`config.mk`:
```
export PLATFORM = sky130hd
export DESIGN_NAME = bitwise_op_byte_trace_emitter
export DESIGN_NICKNAME = d
export VERILOG_FILES = /design/src/rtl/bto_pkg.sv /design/src/rtl/bto_front.sv /design/src/rtl/bto_fifo.sv /design/src/rtl/bto_back.sv /design/src/rtl/bitwise_op_byte_trace_emitter.sv
export VERILOG_INCLUDE_DIRS = /design/src /design/src/rtl
export SDC_FILE = /design/constraint.sdc
export NUM_CORES = 2
export LEC_CHECK = 0
export BUFFER_PORTS_ARGS = -buffer_cell sky130_fd_sc_hd__buf_2
export CAP_MARGIN = 15
export CORE_AREA = 5 5 498 500
export DETAILED_ROUTE_END_ITERATION = 8
export DIE_AREA = 0 0 503 505
export PLACE_DENSITY_LB_ADDON = 0.12
export SETUP_SLACK_MARGIN = 0.4
export SLEW_MARGIN = 20
export SYNTH_ARGS = -nofsm -noshare
export SYNTH_HDL_FRONTEND = slang
export SYNTH_SLANG_ARGS = --single-unit
export TNS_END_PERCENT = 50
```
`constraint.sdc`:
```
create_clock -name clk -period 44.1 [get_ports clk]
set_clock_uncertainty 0.1 [all_clocks]
set_input_delay 4.41 -clock clk [delete_from_list [all_inputs] [get_ports clk]]
set_output_delay 4.41 -clock clk [all_outputs]
set_load 0.03 [all_outputs]
```
`src/rtl/bitwise_op_byte_trace_emitter_macros.svh`:
```
// ---------------------------------------------------------------------------
// Assertion macros for the byte trace emitter
// Clocked property checks that drop out when ASSERT_OFF is set.
// ---------------------------------------------------------------------------
`ifndef BITWISE_OP_BYTE_TRACE_EMITTER_MACROS_SVH
`define BITWISE_OP_BYTE_TRACE_EMITTER_MACROS_SVH

`ifndef ASSERT_OFF

// Check a property on every rising edge outside reset.
`define BTO_ASSERT(lbl, clk, rst_n, prop, msg) \
  lbl: assert property (@(posedge clk) disable iff (!rst_n) prop) else $error(msg);

// Check that a condition never holds outside reset.
`define BTO_ASSERT_NEVER(lbl, clk, rst_n, cond, msg) \
  lbl: assert property (@(posedge clk) disable iff (!rst_n) !(cond)) else $error(msg);

`else

`define BTO_ASSERT(lbl, clk, rst_n, prop, msg)
`define BTO_ASSERT_NEVER(lbl, clk, rst_n, cond, msg)

`endif

`endif

```
`src/rtl/bto_pkg.sv`:
```
// ---------------------------------------------------------------------------
// Byte trace emitter package
// Shared constants, command codes and the queued word layout.
// ---------------------------------------------------------------------------
package bto_pkg;

  localparam int MAX_BYTES = 16;
  localparam int VAL_W     = 128;
  localparam int CNT_W     = 5;   // holds a byte count up to MAX_BYTES
  localparam int STAMP_W   = 32;

  // Operation codes
  localparam logic [1:0] CMD_AND = 2'd0;
  localparam logic [1:0] CMD_OR  = 2'd1;
  localparam logic [1:0] CMD_XOR = 2'd2;

  // Width tags
  localparam logic [2:0] TAG_1B  = 3'd1;
  localparam logic [2:0] TAG_2B  = 3'd2;
  localparam logic [2:0] TAG_4B  = 3'd3;
  localparam logic [2:0] TAG_8B  = 3'd4;
  localparam logic [2:0] TAG_16B = 3'd5;

  // Classified operation, operands left-aligned so the first byte sits on top
  typedef struct packed {
    logic [VAL_W-1:0]   a;
    logic [VAL_W-1:0]   b;
    logic [VAL_W-1:0]   c;
    logic [CNT_W-1:0]   nbytes;
    logic [STAMP_W-1:0] stamp;
  } item_t;

  typedef struct packed {
    logic full;
    logic empty;
  } fifo_stat_t;

endpackage

```
`src/rtl/bto_front.sv`:
```
// ---------------------------------------------------------------------------
// Front end
// Accepts commands, drops meaningless ones, computes the result and aligns
// the selected low bytes to the top of each value.
// ---------------------------------------------------------------------------
module bto_front (
  input  logic                        start,
  input  logic [1:0]                  in_cmd,
  input  logic [63:0]                 in_a_hi,
  input  logic [63:0]                 in_a_lo,
  input  logic [63:0]                 in_b_hi,
  input  logic [63:0]                 in_b_lo,
  input  logic [2:0]                  in_width_tag,
  input  logic [bto_pkg::STAMP_W-1:0] in_clock_stamp,
  input  bto_pkg::fifo_stat_t         stat,
  output logic                        push,
  output bto_pkg::item_t              item
);

  logic [bto_pkg::VAL_W-1:0] a_full;
  logic [bto_pkg::VAL_W-1:0] b_full;
  logic [bto_pkg::VAL_W-1:0] c_full;
  logic [bto_pkg::CNT_W-1:0] nbytes;
  logic [7:0]                shamt;
  logic                      tag_ok;
  logic                      cmd_ok;

  assign a_full = {in_a_hi, in_a_lo};
  assign b_full = {in_b_hi, in_b_lo};

  always_comb begin
    cmd_ok = 1'b1;
    unique case (in_cmd)
      bto_pkg::CMD_AND: c_full = a_full & b_full;
      bto_pkg::CMD_OR:  c_full = a_full | b_full;
      bto_pkg::CMD_XOR: c_full = a_full ^ b_full;
      default: begin
        c_full = '0;
        cmd_ok = 1'b0;
      end
    endcase
  end

  always_comb begin
    tag_ok = 1'b1;
    unique case (in_width_tag)
      bto_pkg::TAG_1B:  nbytes = bto_pkg::CNT_W'(1);
      bto_pkg::TAG_2B:  nbytes = bto_pkg::CNT_W'(2);
      bto_pkg::TAG_4B:  nbytes = bto_pkg::CNT_W'(4);
      bto_pkg::TAG_8B:  nbytes = bto_pkg::CNT_W'(8);
      bto_pkg::TAG_16B: nbytes = bto_pkg::CNT_W'(16);
      default: begin
        nbytes = '0;
        tag_ok = 1'b0;
      end
    endcase
    if (nbytes > bto_pkg::CNT_W'(bto_pkg::MAX_BYTES)) begin
      tag_ok = 1'b0;
    end
  end

  // Shift out the unused upper bytes; the first byte to emit lands on top
  assign shamt = 8'(bto_pkg::VAL_W) - {nbytes[4:0], 3'b000};

  assign push        = start && !stat.full && tag_ok && cmd_ok;
  assign item.a      = a_full << shamt;
  assign item.b      = b_full << shamt;
  assign item.c      = c_full << shamt;
  assign item.nbytes = nbytes;
  assign item.stamp  = in_clock_stamp;

endmodule

```
`src/rtl/bto_fifo.sv`:
```
// ---------------------------------------------------------------------------
// Decoupling queue
// Two-entry queue between the front end and the row emitter.
// ---------------------------------------------------------------------------
module bto_fifo (
  input  logic                clk,
  input  logic                rst_n,
  input  logic                push,
  input  bto_pkg::item_t      wr_item,
  input  logic                pop,
  output bto_pkg::item_t      rd_item,
  output bto_pkg::fifo_stat_t stat
);

  bto_pkg::item_t mem_r [2];
  logic           wr_ptr_r;
  logic           rd_ptr_r;
  logic [1:0]     count_r;

  always_ff @(posedge clk) begin
    if (!rst_n) begin
      wr_ptr_r <= 1'b0;
      rd_ptr_r <= 1'b0;
      count_r  <= 2'd0;
    end else begin
      if (push) begin
        mem_r[wr_ptr_r] <= wr_item;
        wr_ptr_r        <= ~wr_ptr_r;
      end
      if (pop) begin
        rd_ptr_r <= ~rd_ptr_r;
      end
      case ({push, pop})
        2'b10:   count_r <= count_r + 2'd1;
        2'b01:   count_r <= count_r - 2'd1;
        default: count_r <= count_r;
      endcase
    end
  end

  assign rd_item    = mem_r[rd_ptr_r];
  assign stat.full  = (count_r == 2'd2);
  assign stat.empty = (count_r == 2'd0);

endmodule

```
`src/rtl/bto_back.sv`:
```
// ---------------------------------------------------------------------------
// Row emitter
// Walks one queued operation a row per cycle, shifting out big-endian bytes
// and building the running accumulators.
// ---------------------------------------------------------------------------
module bto_back (
  input  logic                        clk,
  input  logic                        rst_n,
  input  bto_pkg::fifo_stat_t         stat,
  input  bto_pkg::item_t              item,
  output logic                        pop,
  output logic                        out_valid,
  output logic [4:0]                  out_row_index,
  output logic                        out_last,
  output logic [7:0]                  out_byte_a,
  output logic [7:0]                  out_byte_b,
  output logic [7:0]                  out_byte_c,
  output logic [bto_pkg::VAL_W-1:0]   acc_a,
  output logic [bto_pkg::VAL_W-1:0]   acc_b,
  output logic [bto_pkg::VAL_W-1:0]   acc_c,
  output logic [bto_pkg::STAMP_W-1:0] out_row_clock
);

  localparam int VW = bto_pkg::VAL_W;

  logic                        active_r;
  logic [VW-1:0]               a_r;
  logic [VW-1:0]               b_r;
  logic [VW-1:0]               c_r;
  logic [VW-1:0]               acc_a_r;
  logic [VW-1:0]               acc_b_r;
  logic [VW-1:0]               acc_c_r;
  logic [bto_pkg::CNT_W-1:0]   row_r;
  logic [bto_pkg::CNT_W-1:0]   nbytes_r;
  logic [bto_pkg::STAMP_W-1:0] stamp_r;

  logic                        valid_r;
  logic [4:0]                  row_out_r;
  logic                        last_out_r;
  logic [7:0]                  byte_a_r;
  logic [7:0]                  byte_b_r;
  logic [7:0]                  byte_c_r;
  logic [VW-1:0]               acc_a_out_r;
  logic [VW-1:0]               acc_b_out_r;
  logic [VW-1:0]               acc_c_out_r;
  logic [bto_pkg::STAMP_W-1:0] clock_out_r;

  logic       last_row;
  logic [7:0] byte_a_nxt;
  logic [7:0] byte_b_nxt;
  logic [7:0] byte_c_nxt;

  assign last_row = active_r && (row_r == nbytes_r);
  // Load the next operation on the closing row so items run back to back
  assign pop      = !stat.empty && (!active_r || last_row);

  assign byte_a_nxt = last_row ? 8'd0 : a_r[VW-1 -: 8];
  assign byte_b_nxt = last_row ? 8'd0 : b_r[VW-1 -: 8];
  assign byte_c_nxt = last_row ? 8'd0 : c_r[VW-1 -: 8];

  always_ff @(posedge clk) begin
    if (!rst_n) begin
      active_r <= 1'b0;
      valid_r  <= 1'b0;
    end else begin
      valid_r <= active_r;
      if (active_r) begin
        row_out_r   <= row_r;
        last_out_r  <= last_row;
        byte_a_r    <= byte_a_nxt;
        byte_b_r    <= byte_b_nxt;
        byte_c_r    <= byte_c_nxt;
        acc_a_out_r <= acc_a_r;
        acc_b_out_r <= acc_b_r;
        acc_c_out_r <= acc_c_r;
        clock_out_r <= stamp_r;
      end
      if (pop) begin
        active_r <= 1'b1;
        a_r      <= item.a;
        b_r      <= item.b;
        c_r      <= item.c;
        acc_a_r  <= '0;
        acc_b_r  <= '0;
        acc_c_r  <= '0;
        row_r    <= '0;
        nbytes_r <= item.nbytes;
        stamp_r  <= item.stamp;
      end else if (active_r) begin
        // advance to the next byte
        a_r     <= a_r << 8;
        b_r     <= b_r << 8;
        c_r     <= c_r << 8;
        acc_a_r <= {acc_a_r[VW-9:0], byte_a_nxt};
        acc_b_r <= {acc_b_r[VW-9:0], byte_b_nxt};
        acc_c_r <= {acc_c_r[VW-9:0], byte_c_nxt};
        row_r   <= row_r + bto_pkg::CNT_W'(1);
        if (last_row) begin
          active_r <= 1'b0;
        end
      end
    end
  end

  assign out_valid     = valid_r;
  assign out_row_index = row_out_r;
  assign out_last      = last_out_r;
  assign out_byte_a    = byte_a_r;
  assign out_byte_b    = byte_b_r;
  assign out_byte_c    = byte_c_r;
  assign acc_a         = acc_a_out_r;
  assign acc_b         = acc_b_out_r;
  assign acc_c         = acc_c_out_r;
  assign out_row_clock = clock_out_r;

endmodule

```
`src/rtl/bitwise_op_byte_trace_emitter.sv`:
```
// ---------------------------------------------------------------------------
// Bitwise operation byte trace emitter
// Top level: front end, two-entry queue and row emitter.
// ---------------------------------------------------------------------------
// A command is taken when start is high and busy is low. A valid command
// (AND, OR or XOR with width tag 1 to 5) of N bytes produces N+1 rows, one
// per cycle on a single-cycle out_valid strobe, the first row once the command
// has passed the queue, the row emitter and its output registers; other
// commands produce nothing. The row emitter handles one row a cycle, so a
// command occupies it for its N+1 rows, and queued commands follow without a
// gap. The result side cannot stall: rows must be taken as they appear. busy
// rises while the two-entry queue in front of the row emitter is full.
`include "bitwise_op_byte_trace_emitter_macros.svh"

module bitwise_op_byte_trace_emitter (
  input  logic        clk,
  input  logic        rst_n,
  input  logic        start,
  output logic        busy,
  input  logic [1:0]  in_cmd,
  input  logic [63:0] in_a_hi,
  input  logic [63:0] in_a_lo,
  input  logic [63:0] in_b_hi,
  input  logic [63:0] in_b_lo,
  input  logic [2:0]  in_width_tag,
  input  logic [31:0] in_clock_stamp,
  output logic        out_valid,
  output logic [4:0]  out_row_index,
  output logic        out_last,
  output logic [7:0]  out_byte_a,
  output logic [7:0]  out_byte_b,
  output logic [7:0]  out_byte_c,
  output logic [63:0] out_acc_a_hi,
  output logic [63:0] out_acc_a_lo,
  output logic [63:0] out_acc_b_hi,
  output logic [63:0] out_acc_b_lo,
  output logic [63:0] out_acc_c_hi,
  output logic [63:0] out_acc_c_lo,
  output logic [31:0] out_row_clock
);

  bto_pkg::fifo_stat_t       stat;
  bto_pkg::item_t            wr_item;
  bto_pkg::item_t            rd_item;
  logic                      push;
  logic                      pop;
  logic [bto_pkg::VAL_W-1:0] acc_a;
  logic [bto_pkg::VAL_W-1:0] acc_b;
  logic [bto_pkg::VAL_W-1:0] acc_c;

  bto_front u_front (
    .start          (start),
    .in_cmd         (in_cmd),
    .in_a_hi        (in_a_hi),
    .in_a_lo        (in_a_lo),
    .in_b_hi        (in_b_hi),
    .in_b_lo        (in_b_lo),
    .in_width_tag   (in_width_tag),
    .in_clock_stamp (in_clock_stamp),
    .stat           (stat),
    .push           (push),
    .item           (wr_item)
  );

  bto_fifo u_fifo (
    .clk     (clk),
    .rst_n   (rst_n),
    .push    (push),
    .wr_item (wr_item),
    .pop     (pop),
    .rd_item (rd_item),
    .stat    (stat)
  );

  bto_back u_back (
    .clk           (clk),
    .rst_n         (rst_n),
    .stat          (stat),
    .item          (rd_item),
    .pop           (pop),
    .out_valid     (out_valid),
    .out_row_index (out_row_index),
    .out_last      (out_last),
    .out_byte_a    (out_byte_a),
    .out_byte_b    (out_byte_b),
    .out_byte_c    (out_byte_c),
    .acc_a         (acc_a),
    .acc_b         (acc_b),
    .acc_c         (acc_c),
    .out_row_clock (out_row_clock)
  );

  assign busy         = stat.full;
  assign out_acc_a_hi = acc_a[127:64];
  assign out_acc_a_lo = acc_a[63:0];
  assign out_acc_b_hi = acc_b[127:64];
  assign out_acc_b_lo = acc_b[63:0];
  assign out_acc_c_hi = acc_c[127:64];
  assign out_acc_c_lo = acc_c[63:0];

  `BTO_ASSERT(a_last_bytes_zero, clk, rst_n, (out_valid && out_last) |-> (out_byte_a == 8'd0 && out_byte_b == 8'd0 && out_byte_c == 8'd0), "final row carries a non-zero byte")
  `BTO_ASSERT(a_rows_contiguous, clk, rst_n, (out_valid && !out_last) |=> (out_valid && out_row_index == $past(out_row_index) + 5'd1), "row sequence broken")
  `BTO_ASSERT(a_first_row_acc_clear, clk, rst_n, (out_valid && out_row_index == 5'd0) |-> (acc_a == '0 && acc_b == '0 && acc_c == '0), "accumulator not cleared on first row")
  `BTO_ASSERT_NEVER(a_no_push_when_full, clk, rst_n, push && stat.full, "queue written while full")

endmodule
```
Word-level counts from Yosys, hierarchy flattened. Memory sizes are Yosys's and may differ from the RTL's. A register that Yosys moved wholly into a read port is not among the register bits. Index checks and enable logic that the tools add are counted.

Input bits: 296. Logic and storage cells: 93. Output and inout port bits: 448. Bits in writable memories: 842. Flip-flop bits (word level): 1262. Memories kept: 1.

Memories: u_fifo.mem_r (depth 2, bits a word 421, read ports 1, clocked after Yosys merged registers in 1, wr ports 1, line bto_fifo.sv:15) `bto_pkg::item_t mem_r [2];`.

Shift operators: 3. Bitwise logic cells: 5. $lt $le $gt $ge: 1. Reduce and logical (&&, ||, !) cells: 18. Eq/ne operators: 11. Add/subtract/negate cells: 4. Muxes and demuxes: 27.

Operators by type and width (count): $mux 128 (9); $pmux 128 s3 (1); $shl 128x8->128 (3); $and 128x128->128 (1); $or 128x128->128 (1); $xor 128x128->128 (1); $pmux 5 s5 (1); $mux 8 (3); $mux 1 (11); $sub 8x8->8 const A (1); $eq 2x2->1 const B (3); $eq 3x2->1 const B (2); $eq 3x3->1 const B (2); $reduce_and 2->1 (3); $add 5x1->5 const B (1); $eq 5x5->1 (1); $gt 5x5->1 const B (1); $logic_and 1x1->1 (5); $mux 5 (1); $reduce_or 5->1 (1); $eq 2x1->1 const B (2); $logic_not 2->1 (2); $pmux 2 s2 (1); $reduce_bool 2->1 (2); other kinds (7) (10).

Longest topological paths before layout.
Word-level depth: 9. Gate-level depth with buffers: 20. Gate-level depth less buffers: 13.

Hierarchy. Synthesis repeated with hierarchy kept, for this count alone.

Cell total of the unflattened synthesis: 8392. Area, all modules: 106477.1 um^2.

Modules (own cells, without submodules): bto_back (cells an instance 4168, area an instance 55141.6 um^2, seq. area each 37756.2 um^2, times used 1); bto_fifo (cells an instance 1333, area an instance 32546.2 um^2, seq. area each 25384.3 um^2, times used 1); bto_front (cells an instance 2891, area an instance 18789.3 um^2, seq. area each 0.0 um^2, times used 1).

Worst setup path after synthesis. Ideal clock, no wire load.

Path kind: input to register. Start point: input port in_width_tag[0]. End point: memory u_fifo.mem_r[0][0] (netlist bit), enable pin. Path buffers: 6. Data required time: 42.787 ns. Arrival: 24.709 ns. Setup slack: 18.078 ns. Setup time: 1.213 ns. Cell stages on the path: 16. Cell sequence: nor3b_4 > inv_2 > buf_6 > buf_6 > buf_2 > buf_2 > buf_2 > ha_1 > buf_2 > clkinv_1 > or3_1 > ha_1 > nand4b_1 > a211oi_1 > nand2_1 > nor2_1.

Word-level cells in the longest chain between the ends: 9. Elaborated cells on any way between the ends: 15. Those cells by class: order compare (1); eq/ne (5); mux (6); reduce/logical (3).

Ends and longest elaborated chain: start: declaration (line bitwise_op_byte_trace_emitter.sv:25) `input logic [2:0] in_width_tag,`; $eq 3x3->1 (tied with other cells) (line bto_front.sv:46) `unique case (in_width_tag)`; $pmux 5 s5 or $reduce_or 5->1 (tied branches); $gt 5x5->1 or $mux 1 (tied branches) (line bto_front.sv:57, bto_front.sv:46); $mux 1 (*) (line bto_front.sv:57) `if (nbytes > bto_pkg::CNT_W'(bto_pkg::MAX_BYTES)) begin`; $logic_and 1x1->1 (*) (2 in series) (line bto_front.sv:65) `assign push = start && !stat.full && tag_ok && cmd_ok;`; $mux 1 (*) (line bto_fifo.sv:26) `if (push) begin`; $mux 1 (*) (line bto_fifo.sv:21) `if (!rst_n) begin`; $mux 1 (not written as such) (*) (line bto_fifo.sv:27) `mem_r[wr_ptr_r] <= wr_item;`; end: declaration (line bto_fifo.sv:15).

Mark *: on every way between the ends. The rest lies on a longest branch, timed or not.

Final worst setup path.
Start point: input port in_width_tag[1]. End point: memory u_fifo.mem_r[0][202] (netlist bit), enable pin.

The elaborated chain is that of the path after synthesis.

==> metrics.txt <==
run status finished clean; largest net degree at the start of global routing 176; Num CTS Buffers 224; Slew @ Worst Pin 1.29 ns; Mapped Cells 7298; Netlist cell types 78; CTS Root Cell clkbuf_16; HP Class reg2reg; Final Util 45.9%; post_cts resized 0; first-pass GRT wire length 460 mm; level count of the clock H-tree 4; Worst-path clk slew 0.06 ns; Routed WL 329 mm; crit path DAT 11.12 ns; f_max 0.0930 GHz; Max Root-Sink Buffers 3; total power 6.86 mW; Synth Net Count 7854; Slew Viols, Final 0; Slew headroom 13.6%; setup bufs post-CTS 0; I/O pins 744; CTS tree done; Required @ worst endpoint 44.47 ns; number of flops mapped to enable cells by yosys 2098; DR WL/cell 29.1 um; Crit Path Class in2reg; cts hold-fix bufs 0; synth top area cells edfxtp_1 65%, mux2i_1 8.5%, ha_1 3.4%; hpwl dp 225 mm; total clock sinks 2105; Yosys top cell area share 65.1%; DRC errors left 0; initial core utilization 39.9%; Placer Congestion 0.915; crit-path max FO 129; Mapped Area 0.0968 mm2; drt first pass iters 6; Antenna Nets Post-Route 0; routed wl met3 23.0 mm; Max Cap Viol 0; Std-Cell Rows 181; DR vias 63400; Die W 503 um; Finish-stage setup viols 0; Routed met2 length 153 mm; global router's overall resource usage 25.0%; Lkg Pwr 41.6 nW; Synth Warn # 0; share of layout cells above drive strength 1 17.1%; RSZ-0062 raised after global routing no; CORE AREA 0.243 mm2; Worst setup EP type register; Die Y-Extent 505 um; peak supply drop 0.0497 mV; top routing layer in use met5; initial antenna violation count 120; period utilization 24.4%; Final Hold Vio Count 0; 1st-iter DRT viols 6296; Synth async-reset ratio 0%; Syn Area/Cell 13.3 um2; vias in the first global route 61300; Post-synth top flop edfxtp_1; Synth area leader edfxtp_1; via/cell ratio 5.59; die area 0.254 mm2; #FFs+latches synth 2105; minimum clock period 10.75 ns; Port Buf Inserts 743; Routed met1 length 135 mm; Worst setup SP type input pin; setup TNS 0 ns; pwr dens 61.7 mW/mm2; clk_lat worst skew 0.91 ns; Final nets 8440; area grow syn2layout 15.0%; post-synthesis sequential area ratio 65.3%; gr ovfl total 0
[cells by family (layout without fill, tap and decap cells)]
| group | count (synthesis) | after routing | synth area share (%) |
|---|---|---|---|
| flip-flops | 2105 | 2105 | 65.3 |
| AND/OR/NAND/NOR | 1936 | 1936 | 9.44 |
| AO/OA/AOI/OAI | 1282 | 1282 | 8.43 |
| multiplexers | 922 | 922 | 10.1 |
| buffers and inverters | 779 | 1561 | 3.28 |
| adder cells (fa/ha/maj) | 260 | 260 | 3.36 |
| XOR/XNOR | 14 | 14 | 0.142 |
| other | 0 | 59 | 0 |
[synthesized netlist by cell type, types with 98 or more instances]
master    count
edfxtp_1   2098
mux2i_1     817
nor2_1      804
a21oi_1     590
nor2b_1     374
nand2_1     357
clkbuf_1    295
inv_1       280
ha_1        260
a211oi_1    174
buf_2       140
o21ai_0     110
and3_1       98
[layer usage]
metal  global-route usage (%)  up-vias
met2                     40.1     2539
met1                     32.8    31900
li1                         -    28200
met4                     12.2       38
met3                     4.65      716
met5                        0        -
[cell usage in the layout, fill, tap and decap left out, drive strengths merged, types with 35 or more instances in the layout]
cell type	netlist	final
mux2i	817	817
nor2b	374	374
diode	0	59
buf	198	852
nor2	804	804
mux2	69	69
a21oi	590	590
a211oi	174	174
a21o	36	36
clkbuf	295	270
o22a	35	35
nand2b	62	62
and2	68	68
mux4	36	36
nor3	71	71
o21ai	113	113
inv	284	289
clkinv	2	116
and3	98	98
or2	47	47
ha	260	260
nand2	357	357
edfxtp	2098	2098
o22ai	36	36
o211ai	56	56
[report_power, final]
part           total (mW)  switching (mW)  internal (mW)
Clock                1.92           0.816           1.11
Combinational        1.84            1.30          0.535
Sequential           3.10           0.161           2.94
Total                6.86            2.28           4.59
[stage by stage]
| step | setup WS, ns | std cells | cell area [um2] | hold slack, ns |
|---|---|---|---|---|
| after floorplan | 18.08 | 7298 | 96800 | 0.300 |
| after CTS | 33.37 | 11300 | 111000 | 0.267 |
| after detailed placement | 32.44 | 10900 | 104000 | 0.305 |
| after global routing | 33.09 | 11300 | 111000 | 0.285 |
| final | 33.35 | 11300 | 111000 | 0.278 |
| after global placement | 32.53 | 10900 | 104000 | 0.301 |
[area by class of cell]
| type | instances | area [um2] |
|---|---|---|
| Multi-Input combinational cell | 4414 | 30600 |
| Inverter | 286 | 1100 |
| Sequential cell | 2105 | 63100 |
| Tap cell | 3202 | 4010 |
| Clock buffer | 269 | 5840 |
| Clock inverter | 153 | 1740 |
| Antenna cell | 59 | 148 |
| Timing Repair Buffer | 853 | 4720 |
| Fill cell | 22000 | 131000 |
[path summary, 6_finish.rpt]
kind	startpoint	end	slack, ns	depth (start not counted)
min reg2reg	u_back.stamp_r[15]	u_back.out_row_clock[15]	0.28	0
max reg2reg	u_back.row_r[0]	u_back.b_r[61]	38.57	11
max	in_width_tag[1]	u_fifo.mem_r[0][202]	33.35	14
min	u_back.stamp_r[15]	u_back.out_row_clock[15]	0.28	0
[sequential cells by signal, indices dropped and copies added (netlist names), 2 cells and up, named ones only]
| register | cells |
|---|---|
| u_back.acc_b_r | 128 |
| u_back.b_r | 128 |
| u_fifo.count_r | 2 |
| u_back.acc_c_r | 128 |
| u_fifo.mem_r | 842 |
| u_back.acc_b | 128 |
| u_back.out_row_clock | 32 |
| u_back.out_byte_a | 8 |
| u_back.c_r | 128 |
| u_back.out_byte_b | 8 |
| u_back.out_byte_c | 8 |
| u_back.acc_c | 128 |
| u_back.stamp_r | 32 |
| u_back.row_r | 5 |
| u_back.a_r | 128 |
| u_back.acc_a_r | 128 |
| u_back.nbytes_r | 5 |
| u_back.out_row_index | 5 |
| u_back.acc_a | 128 |
[critical path, stage by stage]
cell and delay [ns]:
buf_2 0.30, nor3b_4 0.11, inv_8 0.45, ha_4 0.65
clkinv_1 0.60, or3_1 0.52, ha_2 0.17, nand4b_1 0.16
a211oi_1 0.45, nand2_1 0.19, nor2_4 0.68, buf_12 0.59
buf_4 0.76, buf_4 0.75
(Power assumes the default switching activity.)
